<file path="src/bll_pkg.sv">
package bll_pkg;

  localparam int unsigned KW_COUNT    = 16;
  localparam int unsigned KW_MAX_LEN  = 10;
  localparam int unsigned QUEUE_DEPTH = 4;
  localparam int unsigned COUNT_BITS  = 7;

  typedef logic [4:0] token_kind_t;

  localparam token_kind_t TK_LPAREN = 5'd0;
  localparam token_kind_t TK_RPAREN = 5'd1;
  localparam token_kind_t TK_BOOL   = 5'd2;
  localparam token_kind_t TK_BITVEC = 5'd3;
  localparam token_kind_t TK_IDENT  = 5'd4;
  localparam token_kind_t TK_EOF    = 5'd18;
  localparam token_kind_t TK_ERROR  = 5'd19;

  localparam logic IN_CHAR = 1'b0;
  localparam logic IN_END  = 1'b1;

  localparam logic [7:0] CH_LPAREN     = 8'h28;
  localparam logic [7:0] CH_RPAREN     = 8'h29;
  localparam logic [7:0] CH_SPACE      = 8'h20;
  localparam logic [7:0] CH_TAB        = 8'h09;
  localparam logic [7:0] CH_CR         = 8'h0d;
  localparam logic [7:0] CH_LF         = 8'h0a;
  localparam logic [7:0] CH_ZERO       = 8'h30;
  localparam logic [7:0] CH_ONE        = 8'h31;
  localparam logic [7:0] CH_B          = 8'h62;
  localparam logic [7:0] CH_UNDERSCORE = 8'h5f;
  localparam logic [7:0] CH_LOWER_A    = 8'h61;
  localparam logic [7:0] CH_LOWER_Z    = 8'h7a;
  localparam logic [7:0] CH_UPPER_A    = 8'h41;
  localparam logic [7:0] CH_UPPER_Z    = 8'h5a;

  // spellings right aligned, first character in the highest used byte
  localparam logic [8*KW_MAX_LEN-1:0] KW_TEXT [KW_COUNT] = '{
    "not", "and", "nand", "or", "nor", "xor", "xnor", "false",
    "False", "true", "True", "print", "return", "circuit", "bit", {"bit_", "vector"}
  };

  localparam logic [3:0] KW_LEN [KW_COUNT] = '{
    4'd3, 4'd3, 4'd4, 4'd2, 4'd3, 4'd3, 4'd4, 4'd5,
    4'd5, 4'd4, 4'd4, 4'd5, 4'd6, 4'd7, 4'd3, 4'd10
  };

  localparam token_kind_t KW_KIND [KW_COUNT] = '{
    5'd5, 5'd6, 5'd7, 5'd8, 5'd9, 5'd10, 5'd11, 5'd12,
    5'd12, 5'd13, 5'd13, 5'd14, 5'd15, 5'd16, 5'd17, TK_BITVEC
  };

  typedef struct packed {
    token_kind_t     token_kind;
    logic [15:0]     line_number;
    logic [31:0]     start_offset;
    logic [15:0]     token_length;
    logic [63:0]     bit_value;
    logic [COUNT_BITS-1:0] bit_count;
    logic            bit_overflow;
    logic [7:0]      bad_char;
    logic            last_of_run;
  } token_t;

  typedef struct packed {
    logic   v0;
    logic   v1;
    token_t t0;
    token_t t1;
  } push_t;

  // does keyword idx have character c at position pos
  function automatic logic kw_hit(input logic [3:0] idx, input logic [15:0] pos,
                                  input logic [7:0] c);
    logic [8*KW_MAX_LEN-1:0] text;
    logic [3:0]              len;
    logic [3:0]              back;
    text = KW_TEXT[idx];
    len  = KW_LEN[idx];
    back = len - pos[3:0] - 4'd1;
    return (pos < 16'(len)) ? (text[{back, 3'b000} +: 8] == c) : 1'b0;
  endfunction

endpackage

</file>
<file path="src/bll_src_if.sv">
interface bll_src_if;
  logic       valid;
  logic       ready;
  logic       kind;
  logic [7:0] ch;

  modport source(output valid, kind, ch, input ready);
  modport sink(input valid, kind, ch, output ready);
endinterface

</file>
<file path="src/bll_tok_if.sv">
interface bll_tok_if;
  logic                  valid;
  logic                  ready;
  bll_pkg::token_kind_t  token_kind;
  logic [15:0]           line_number;
  logic [31:0]           start_offset;
  logic [15:0]           token_length;
  logic [63:0]           bit_value;
  logic [bll_pkg::COUNT_BITS-1:0] bit_count;
  logic                  bit_overflow;
  logic [7:0]            bad_char;
  logic                  last_of_run;

  modport source(output valid, token_kind, line_number, start_offset, token_length,
                 bit_value, bit_count, bit_overflow, bad_char, last_of_run,
                 input ready);
  modport sink(input valid, token_kind, line_number, start_offset, token_length,
               bit_value, bit_count, bit_overflow, bad_char, last_of_run,
               output ready);
endinterface

</file>
<file path="src/boolean_language_lexer.sv">
// a character word taken from the source is held in a register, then its tokens go into
// the output queue once that has room for a pair; throughput: one character per cycle
// while the queue has room; the output side moves one token per cycle, so characters that
// end a token and make one of their own are paced by the output port
// reset: synchronous, clears scanner state, line count to one, offsets to zero, queue empty
module boolean_language_lexer #(
  parameter int unsigned VALUE_BITS = 64,
  parameter int unsigned LINE_BITS  = 16
) (
  input  logic      clk,
  input  logic      rst,
  bll_src_if.sink   src,
  bll_tok_if.source tok
);

  logic           room;
  bll_pkg::push_t push;

  bll_core #(
    .VALUE_BITS(VALUE_BITS),
    .LINE_BITS (LINE_BITS)
  ) u_core (
    .clk (clk),
    .rst (rst),
    .src (src),
    .room(room),
    .push(push)
  );

  bll_queue u_queue (
    .clk (clk),
    .rst (rst),
    .push(push),
    .room(room),
    .tok (tok)
  );

endmodule

</file>
<file path="src/bll_core.sv">
module bll_core #(
  parameter int unsigned VALUE_BITS = 64,
  parameter int unsigned LINE_BITS  = 16
) (
  input  logic           clk,
  input  logic           rst,
  bll_src_if.sink        src,
  input  logic           room,
  output bll_pkg::push_t push
);

  typedef enum logic [1:0] {M_IDLE, M_ZERO, M_BITS, M_WORD} mode_t;

  logic                  held_v;
  logic                  held_kind;
  logic [7:0]            held_ch;

  mode_t                 mode, mode_next;
  logic [LINE_BITS-1:0]  line_count, line_count_next;
  logic [31:0]           byte_offset, byte_offset_next;
  logic [31:0]           token_start, token_start_next;
  logic [15:0]           lexeme_length, lexeme_length_next;
  logic [VALUE_BITS-1:0] bit_acc, bit_acc_next;
  logic [bll_pkg::COUNT_BITS-1:0] bits_seen, bits_seen_next;
  logic                  overflow_seen, overflow_seen_next;
  logic [bll_pkg::KW_COUNT-1:0] keyword_mask, keyword_mask_next;

  logic                  adv;
  logic [7:0]            c;
  logic                  is_letter, is_bit, consume;
  logic [bll_pkg::KW_COUNT-1:0] match_mask, first_mask;
  logic [15:0]           line_out;
  logic [15:0]           grown_length;
  bll_pkg::token_t       ft, rt, eof_tok, sec;
  logic                  flush_v, rt_v, first_v, sec_v;
  bll_pkg::token_kind_t  word_kind;

  assign adv       = held_v && room;
  assign src.ready = !held_v || adv;
  assign c         = held_ch;
  assign line_out  = 16'(line_count);

  assign is_letter = (c >= bll_pkg::CH_LOWER_A && c <= bll_pkg::CH_LOWER_Z) ||
                     (c >= bll_pkg::CH_UPPER_A && c <= bll_pkg::CH_UPPER_Z) ||
                     c == bll_pkg::CH_UNDERSCORE;
  assign is_bit    = c == bll_pkg::CH_ZERO || c == bll_pkg::CH_ONE;
  assign grown_length = (lexeme_length != 16'hffff) ? lexeme_length + 16'd1 : lexeme_length;

  always_comb begin
    for (int i = 0; i < bll_pkg::KW_COUNT; i++) begin
      match_mask[i] = bll_pkg::kw_hit(4'(i), lexeme_length, c);
      first_mask[i] = bll_pkg::kw_hit(4'(i), 16'd0, c);
    end
  end

  // keyword resolution, later entries win as in the spelling table
  always_comb begin
    word_kind = bll_pkg::TK_IDENT;
    for (int i = 0; i < bll_pkg::KW_COUNT; i++) begin
      if (keyword_mask[i] && lexeme_length == 16'(bll_pkg::KW_LEN[i])) begin
        word_kind = bll_pkg::KW_KIND[i];
      end
    end
  end

  // pending token
  always_comb begin
    ft = '0;
    ft.line_number  = line_out;
    ft.start_offset = token_start;
    ft.token_length = lexeme_length;
    flush_v = 1'b1;
    case (mode)
      M_ZERO: begin
        ft.token_kind = bll_pkg::TK_BOOL;
        ft.bit_count  = bll_pkg::COUNT_BITS'(1);
      end
      M_BITS: begin
        ft.token_kind   = (bits_seen == bll_pkg::COUNT_BITS'(1)) ?
                          bll_pkg::TK_BOOL : bll_pkg::TK_BITVEC;
        ft.bit_value    = 64'(bit_acc);
        ft.bit_count    = bits_seen;
        ft.bit_overflow = overflow_seen;
      end
      M_WORD: begin
        ft.token_kind = word_kind;
      end
      default: begin
        flush_v = 1'b0;
      end
    endcase
  end

  // token from a character seen afresh
  always_comb begin
    rt = '0;
    rt.line_number  = line_out;
    rt.start_offset = byte_offset;
    rt.token_length = 16'd1;
    rt_v = 1'b1;
    case (c) inside
      bll_pkg::CH_LPAREN: rt.token_kind = bll_pkg::TK_LPAREN;
      bll_pkg::CH_RPAREN: rt.token_kind = bll_pkg::TK_RPAREN;
      bll_pkg::CH_ONE: begin
        rt.token_kind = bll_pkg::TK_BOOL;
        rt.bit_value  = 64'd1;
        rt.bit_count  = bll_pkg::COUNT_BITS'(1);
      end
      bll_pkg::CH_SPACE, bll_pkg::CH_TAB, bll_pkg::CH_CR, bll_pkg::CH_LF,
      bll_pkg::CH_ZERO, bll_pkg::CH_UNDERSCORE,
      [bll_pkg::CH_LOWER_A:bll_pkg::CH_LOWER_Z],
      [bll_pkg::CH_UPPER_A:bll_pkg::CH_UPPER_Z]: rt_v = 1'b0;
      default: begin
        rt.token_kind = bll_pkg::TK_ERROR;
        rt.bad_char   = c;
      end
    endcase
  end

  always_comb begin
    eof_tok = '0;
    eof_tok.token_kind   = bll_pkg::TK_EOF;
    eof_tok.line_number  = line_out;
    eof_tok.start_offset = byte_offset;
  end

  assign consume = (mode == M_ZERO && c == bll_pkg::CH_B) ||
                   (mode == M_BITS && is_bit) ||
                   (mode == M_WORD && (is_letter || is_bit));

  assign first_v = (held_kind == bll_pkg::IN_END) ? flush_v : (!consume && flush_v);
  assign sec_v   = (held_kind == bll_pkg::IN_END) ? 1'b1 : (!consume && rt_v);
  assign sec     = (held_kind == bll_pkg::IN_END) ? eof_tok : rt;

  always_comb begin
    push.v0 = adv && (first_v || sec_v);
    push.v1 = adv && first_v && sec_v;
    push.t0 = first_v ? ft : sec;
    push.t0.last_of_run = !(first_v && sec_v);
    push.t1 = sec;
    push.t1.last_of_run = 1'b1;
  end

  always_comb begin
    mode_next          = mode;
    line_count_next    = line_count;
    byte_offset_next   = byte_offset + 32'd1;
    token_start_next   = token_start;
    lexeme_length_next = lexeme_length;
    bit_acc_next       = bit_acc;
    bits_seen_next     = bits_seen;
    overflow_seen_next = overflow_seen;
    keyword_mask_next  = keyword_mask;
    if (held_kind == bll_pkg::IN_END) begin
      mode_next          = M_IDLE;
      line_count_next    = LINE_BITS'(1);
      byte_offset_next   = '0;
      token_start_next   = '0;
      lexeme_length_next = '0;
      bit_acc_next       = '0;
      bits_seen_next     = '0;
      overflow_seen_next = 1'b0;
      keyword_mask_next  = '1;
    end else if (consume) begin
      lexeme_length_next = grown_length;
      if (mode == M_ZERO) begin
        mode_next = M_BITS;
      end else if (mode == M_BITS) begin
        if (bits_seen < bll_pkg::COUNT_BITS'(VALUE_BITS)) begin
          bit_acc_next   = {bit_acc[VALUE_BITS-2:0], c[0]};
          bits_seen_next = bits_seen + bll_pkg::COUNT_BITS'(1);
        end else begin
          overflow_seen_next = 1'b1;
        end
      end else begin
        keyword_mask_next = keyword_mask & match_mask;
      end
    end else begin
      mode_next = M_IDLE;
      if (c == bll_pkg::CH_LF && line_count != '1) begin
        line_count_next = line_count + LINE_BITS'(1);
      end
      if (c == bll_pkg::CH_ZERO || is_letter) begin
        mode_next          = (c == bll_pkg::CH_ZERO) ? M_ZERO : M_WORD;
        token_start_next   = byte_offset;
        lexeme_length_next = 16'd1;
        bit_acc_next       = '0;
        bits_seen_next     = '0;
        overflow_seen_next = 1'b0;
        keyword_mask_next  = (c == bll_pkg::CH_ZERO) ? '1 : first_mask;
      end
    end
  end

  always_ff @(posedge clk) begin
    if (rst) begin
      held_v        <= 1'b0;
      held_kind     <= bll_pkg::IN_CHAR;
      held_ch       <= '0;
      mode          <= M_IDLE;
      line_count    <= LINE_BITS'(1);
      byte_offset   <= '0;
      token_start   <= '0;
      lexeme_length <= '0;
      bit_acc       <= '0;
      bits_seen     <= '0;
      overflow_seen <= 1'b0;
      keyword_mask  <= '1;
    end else begin
      if (src.valid && src.ready) begin
        held_v    <= 1'b1;
        held_kind <= src.kind;
        held_ch   <= src.ch;
      end else if (adv) begin
        held_v <= 1'b0;
      end
      if (adv) begin
        mode          <= mode_next;
        line_count    <= line_count_next;
        byte_offset   <= byte_offset_next;
        token_start   <= token_start_next;
        lexeme_length <= lexeme_length_next;
        bit_acc       <= bit_acc_next;
        bits_seen     <= bits_seen_next;
        overflow_seen <= overflow_seen_next;
        keyword_mask  <= keyword_mask_next;
      end
    end
  end

`ifndef NO_ASSERTIONS
  a_end_clears: assert property (@(posedge clk) disable iff (rst)
    (adv && held_kind == bll_pkg::IN_END) |=>
      (mode == M_IDLE && byte_offset == '0 && line_count == LINE_BITS'(1)))
    else $error("end word did not return the scanner to its start state");

  a_pending_len: assert property (@(posedge clk) disable iff (rst)
    (mode != M_IDLE) |-> (lexeme_length != '0))
    else $error("pending token with zero length");

  a_last_flag: assert property (@(posedge clk) disable iff (rst)
    push.v1 |-> (push.t1.last_of_run && !push.t0.last_of_run))
    else $error("last_of_run on the wrong word of a pair");
`endif

endmodule

</file>
<file path="src/bll_queue.sv">
module bll_queue (
  input  logic           clk,
  input  logic           rst,
  input  bll_pkg::push_t push,
  output logic           room,
  bll_tok_if.source      tok
);

  localparam int unsigned PTR_W = $clog2(bll_pkg::QUEUE_DEPTH);
  localparam int unsigned CNT_W = PTR_W + 1;

  bll_pkg::token_t mem [bll_pkg::QUEUE_DEPTH];
  logic [PTR_W-1:0] wr_ptr, rd_ptr;
  logic [CNT_W-1:0] count;
  logic [1:0]       push_n;
  logic             pop;
  bll_pkg::token_t  head;

  assign push_n = {1'b0, push.v0} + {1'b0, push.v1};
  assign pop    = tok.valid && tok.ready;
  // room for a full pair regardless of what leaves this cycle
  assign room   = count <= CNT_W'(bll_pkg::QUEUE_DEPTH - 2);
  assign head   = mem[rd_ptr];

  assign tok.valid        = count != '0;
  assign tok.token_kind   = head.token_kind;
  assign tok.line_number  = head.line_number;
  assign tok.start_offset = head.start_offset;
  assign tok.token_length = head.token_length;
  assign tok.bit_value    = head.bit_value;
  assign tok.bit_count    = head.bit_count;
  assign tok.bit_overflow = head.bit_overflow;
  assign tok.bad_char     = head.bad_char;
  assign tok.last_of_run  = head.last_of_run;

  always_ff @(posedge clk) begin
    if (rst) begin
      wr_ptr <= '0;
      rd_ptr <= '0;
      count  <= '0;
    end else begin
      wr_ptr <= wr_ptr + PTR_W'(push_n);
      if (pop) begin
        rd_ptr <= rd_ptr + PTR_W'(1);
      end
      count <= count + CNT_W'(push_n) - CNT_W'(pop);
    end
    if (push.v0) begin
      mem[wr_ptr] <= push.t0;
    end
    if (push.v1) begin
      mem[wr_ptr + PTR_W'(1)] <= push.t1;
    end
  end

`ifndef NO_ASSERTIONS
  a_push_room: assert property (@(posedge clk) disable iff (rst)
    push.v0 |-> room)
    else $error("word pushed into a full queue");

  a_count_bound: assert property (@(posedge clk) disable iff (rst)
    count <= CNT_W'(bll_pkg::QUEUE_DEPTH))
    else $error("queue count beyond depth");

  a_pair_order: assert property (@(posedge clk) disable iff (rst)
    push.v1 |-> push.v0)
    else $error("second word pushed without a first");
`endif

endmodule

</file>
<file path="src/flat_wrapper.sv">
// flat-port wrapper written by rule: the top's interface ports become plain ports
module boolean_language_lexer_flat 
#(
  parameter int unsigned VALUE_BITS = 64,
  parameter int unsigned LINE_BITS  = 16
)
  (clk, rst, src_valid, src_kind, src_ch, src_ready, tok_valid, tok_token_kind, tok_line_number, tok_start_offset, tok_token_length, tok_bit_value, tok_bit_count, tok_bit_overflow, tok_bad_char, tok_last_of_run, tok_ready);
  bll_src_if src_i ();
  bll_tok_if tok_i ();
  input  logic clk;
  input  logic rst;
  input wire logic [$bits(src_i.valid)-1:0] src_valid;
  input wire logic [$bits(src_i.kind)-1:0] src_kind;
  input wire logic [$bits(src_i.ch)-1:0] src_ch;
  output wire logic [$bits(src_i.ready)-1:0] src_ready;
  output wire logic [$bits(tok_i.valid)-1:0] tok_valid;
  output wire logic [$bits(tok_i.token_kind)-1:0] tok_token_kind;
  output wire logic [$bits(tok_i.line_number)-1:0] tok_line_number;
  output wire logic [$bits(tok_i.start_offset)-1:0] tok_start_offset;
  output wire logic [$bits(tok_i.token_length)-1:0] tok_token_length;
  output wire logic [$bits(tok_i.bit_value)-1:0] tok_bit_value;
  output wire logic [$bits(tok_i.bit_count)-1:0] tok_bit_count;
  output wire logic [$bits(tok_i.bit_overflow)-1:0] tok_bit_overflow;
  output wire logic [$bits(tok_i.bad_char)-1:0] tok_bad_char;
  output wire logic [$bits(tok_i.last_of_run)-1:0] tok_last_of_run;
  input wire logic [$bits(tok_i.ready)-1:0] tok_ready;
  assign src_i.valid = src_valid;
  assign src_i.kind = src_kind;
  assign src_i.ch = src_ch;
  assign src_ready = src_i.ready;
  assign tok_valid = tok_i.valid;
  assign tok_token_kind = tok_i.token_kind;
  assign tok_line_number = tok_i.line_number;
  assign tok_start_offset = tok_i.start_offset;
  assign tok_token_length = tok_i.token_length;
  assign tok_bit_value = tok_i.bit_value;
  assign tok_bit_count = tok_i.bit_count;
  assign tok_bit_overflow = tok_i.bit_overflow;
  assign tok_bad_char = tok_i.bad_char;
  assign tok_last_of_run = tok_i.last_of_run;
  assign tok_i.ready = tok_ready;
  boolean_language_lexer #(.VALUE_BITS(VALUE_BITS), .LINE_BITS(LINE_BITS)) u_core (.clk(clk), .rst(rst), .src(src_i), .tok(tok_i));
endmodule
</file>
<file path="config.mk">
export PLATFORM = sky130hd
export DESIGN_NAME = boolean_language_lexer_flat
export DESIGN_NICKNAME = d
export VERILOG_FILES = /design/src/bll_pkg.sv /design/src/bll_src_if.sv /design/src/bll_tok_if.sv /design/src/boolean_language_lexer.sv /design/src/bll_core.sv /design/src/bll_queue.sv /design/src/flat_wrapper.sv
export SDC_FILE = /design/constraint.sdc
export NUM_CORES = 2
export LEC_CHECK = 0
export BUFFER_PORTS_ARGS = -buffer_cell sky130_fd_sc_hd__buf_2
export CORE_MARGIN = 3
export CORE_UTILIZATION = 63
export CTS_CLUSTER_DIAMETER = 60
export DETAILED_ROUTE_END_ITERATION = 12
export HOLD_SLACK_MARGIN = 0.12
export PLACE_DENSITY = 0.77
export SLEW_MARGIN = 20
export SYNTH_ARGS = -nofsm -noshare
export SYNTH_HDL_FRONTEND = slang
export SYNTH_HIERARCHICAL = 1
export SYNTH_SLANG_ARGS = --single-unit
</file>
<file path="constraint.sdc">
create_clock -name clk -period 16 [get_ports clk]
set_clock_uncertainty 0.05 [all_clocks]
set_input_delay 0.8 -clock clk [delete_from_list [all_inputs] [get_ports clk]]
set_output_delay 0.8 -clock clk [all_outputs]
set_load 0.01 [all_outputs]
</file>
==> summary.txt <==
STA
  – Setup-failing EPs final: 0
  – Worst-Margin Slew: 1.18 ns
  – Tcrit/Tclk final: 0.402
  – F_max: 155 MHz
  – Unrepaired setup endpoints after global routing: no
  – Final critical-path setup slack: 9.56 ns
  – Worst slew margin: 0.209
  – Final Hold Fails: 0
  – Setup TNS: 0 ns
  – Minimum clock period: 6.44 ns
  – Max Slew Vio Count: 0

Power and ir drop
  – Leakage: 0.0169 µW
  – Max VDD drop: 0.109 mV
  – PD cells: 120 nW/µm²

Synth
  – Yosys warning total: 6
  – Synth Area in Simple Gates: 0.0886
  – Synthesized area: 41700 µm²
  – XOR/XNOR share of the synthesized area: 0.0181
  – Mapped Cells: 3135
  – Synthesis-stage register bit count: 805
  – Adder and majority cell fraction of the synthesized area: 0.0116
  – Post-synth EDFFs: 600
  – Mux contribution to synthesized area: 0.246
  – Syn_area_per_cell: 13.3 µm²
  – Sequential fraction of the synthesis area: 0.531
  – FFs w/ async S/R, synth: 0
  – Main combinational cell family by area after synthesis: multiplexers
  – Compound-Gate Fraction of Synth Area: 0.0544
  – Yosys cell types: 86
  – Ys flop type: edfxtp_1

CTS
  – Total CTS buffers: 86
  – Post-CTS Resized: 0
  – Root buffer cell: clkbuf_16
  – Clk Latency, worst-skew pair: 0.62 ns
  – Post-CTS setup buffers: 0
  – Reg clk slew, reported paths: 0.06 ns
  – Clock Sinks: 805
  – Longest Clk Path Bufs: 3
  – CTS tree: yes
  – Cts hold-fix bufs: 0
  – H-Tree Depth: 3

Layout
  – Fin nets: 3228
  – Syn-to-layout area delta: 8.55%
  – Layout cells sized above 1: 0.344
  – Number of fillers in the final layout: 4481
  – Most frequent cells in the layout: 600 x edfxtp_1, 595 x mux2_2, 225 x nand2_1
  – Post-route cell area: 45300 µm²
  – Leading cell type in the layout, fill and taps excluded: edfxtp_1

Place
  – Port Buffer Count: 164
  – Pre-CTS WS: 9.69 ns
  – Final HPWL DP: 59.4 mm
  – GPL Wtd Cong: 0.974
  – Dpl cell area: 42400 µm²

Critical path
  – FF-to-FF setup slack: 9.56 ns
  – Worst setup SP type: register
  – Kind of critical path: reg2reg
  – Critical path fanouts, max: 56
  – WP data arrival: 6.64 ns
  – Crit path capture type: register
  – Worst path required time: 16.20 ns

Drt
  – Drt initial violations: 2318
  – DR vias/cell: 6.40
  – Final wirelength: 101 mm
  – Wirelength per Cell: 24.7 µm
  – DRT antenna net count: 0
  – Vias: 26300
  – Drt pass-1 iters: 6
  – Post-route DRC: 0

GRT
  – Initial antenna violation count: 1
  – First-pass GRT wire length: 159 mm
  – Total grt overflow: 0
  – Largest net degree at the start of global routing: 151
  – Gr usage total: 0.291
  – Number of global-route vias before repair: 27200

Die
  – Vert. Die Dim: 263 µm
  – Die Width: 263 µm
  – Die area: 69300 µm²
  – Std cell rows: 93
  – I/O pin cnt: 165
  – Starting density of the core: 0.642
  – Core area: 64900 µm²

Job
  – Max_cap viols: 0

Min path
  – Hold Path Class: reg2reg

Outcome
  – Status: completed
[critical path, stage by stage, from the launching register on]
cell	delay [ns]
dfxtp_1	0.47
buf_4	0.43
or3_1	0.28
nor3_1	0.10
a32o_2	0.27
o21a_1	0.36
nor2_4	0.86
o31ai_1	0.32
nor2_1	0.47
nand3_4	0.66
o21ai_4	0.27
buf_4	0.55
buf_4	0.83
[cells by family (layout without fill, tap and decap cells)]
family          count (synthesis)  in the layout
fa+ha+maj                      38             38
buf+inv                       376            403
compound gates                330            330
simple gates                  738            738
flops                         805            805
mux                           763            763
xor+xnor                       83             83
other cells                     2             89
[state kept, by name, indices dropped and copies added, names as in the netlist, named ones only]
signal and count:
u_core/u_core/bit_acc 64, u_core/u_core/lexeme_length 16, u_core/u_queue/wr_ptr 2, u_core/u_queue/mem 600, u_core/u_core/token_start 32, u_core/u_core/held_v 1, u_core/u_core/bits_seen 7, u_core/u_core/line_count 16
u_core/u_core/overflow_seen 1, u_core/u_core/mode 2, u_core/u_core/c 8, u_core/u_queue/rd_ptr 2, u_core/u_core/byte_offset 32, u_core/u_queue/count 3, u_core/u_core/keyword_mask 16, u_core/u_core/held_kind 1
[final timing paths]
kind | from | end | cells past startpoint
setup / recovery | u_core/u_core/c[0]$_SDFFE_PP0P_ | u_core/u_queue/mem[0][109]$_DFFE_PP_ | 12
hold / removal | u_core/u_core/token_start[11]$_SDFFE_PP0P_ | u_core/u_core/token_start[11]$_SDFFE_PP0P_ | 2
setup reg to reg | u_core/u_core/c[0]$_SDFFE_PP0P_ | u_core/u_queue/mem[0][109]$_DFFE_PP_ | 12
hold reg to reg | u_core/u_core/token_start[11]$_SDFFE_PP0P_ | u_core/u_core/token_start[11]$_SDFFE_PP0P_ | 2
[synth_stat cells, types with 5 or more instances]
cell	instances	area, µm²
buf_1	17	63.8
nand3b_1	7	52.6
nand3_1	93	465
buf_4	138	1040
nor2_1	125	469
dfxtp_1	205	4100
inv_1	33	124
a31oi_1	15	93.8
o21a_1	5	37.5
nand2_1	226	848
edfxtp_1	600	18000
o211ai_1	5	37.5
mux2i_1	8	80.1
mux4_2	150	3380
o21ai_1	7	35.0
nor2b_1	16	100
clkbuf_1	82	308
a32oi_1	6	52.6
nor3b_1	6	45.0
a21oi_1	98	490
and4_1	10	87.6
xor2_1	47	412
nor4_1	9	56.3
a22oi_1	6	45.0
o21ai_0	56	280
a31o_2	5	43.8
ha_1	37	463
and2_1	34	213
nand4_1	28	175
a22o_1	70	613
and3_1	98	613
xnor2_1	34	298
mux2_2	595	6700
buf_2	98	490
nand2b_1	21	131
or3_1	16	100
mux2_1	10	113
nor3_1	27	135
o31ai_1	6	45.0
[metal layers]
layer | global-route usage | wire, µm
met1 | 0.399 | 42600
met2 | 0.491 | 50100
met3 | 0.0405 | 6250
met4 | 0.0830 | 2420
met5 | 0 | 0
[report_power, final]
| group | leakage (µW) | switching (µW) | internal (µW) |
|---|---|---|---|
| Clock | 0.00138 | 809 | 1170 |
| Sequential | 0.00709 | 71.3 | 2370 |
| Combinational | 0.00848 | 585 | 424 |
[through the flow]
step | hold slack (ns) | std cells | utilization | total power [µW]
floorplan | 0.382 | 3221 | - | 3180
global placement | 0.388 | 3944 | 0.653 | 3490
detailed placement | 0.395 | 3944 | 0.653 | 3510
CTS | 0.392 | 4103 | 0.697 | 5480
global route | 0.421 | 4103 | 0.697 | 5620
finish | 0.403 | 4104 | 0.697 | 5430
[cell type report]
cell class / instances / area (µm²) / share of cell area
Tap cell: 855 / 1070 / 0.0236
Antenna cell: 1 / 2.50 / 0.0000553
Timing Repair Buffer: 209 / 1180 / 0.0262
Sequential cell: 805 / 22100 / 0.489
Clock buffer: 132 / 2550 / 0.0563
Clock inverter: 27 / 287 / 0.00633
Inverter: 35 / 131 / 0.00290
Multi-Input combinational cell: 2040 / 17900 / 0.396
No activity file was read; power rests on OpenSTA's default activity.
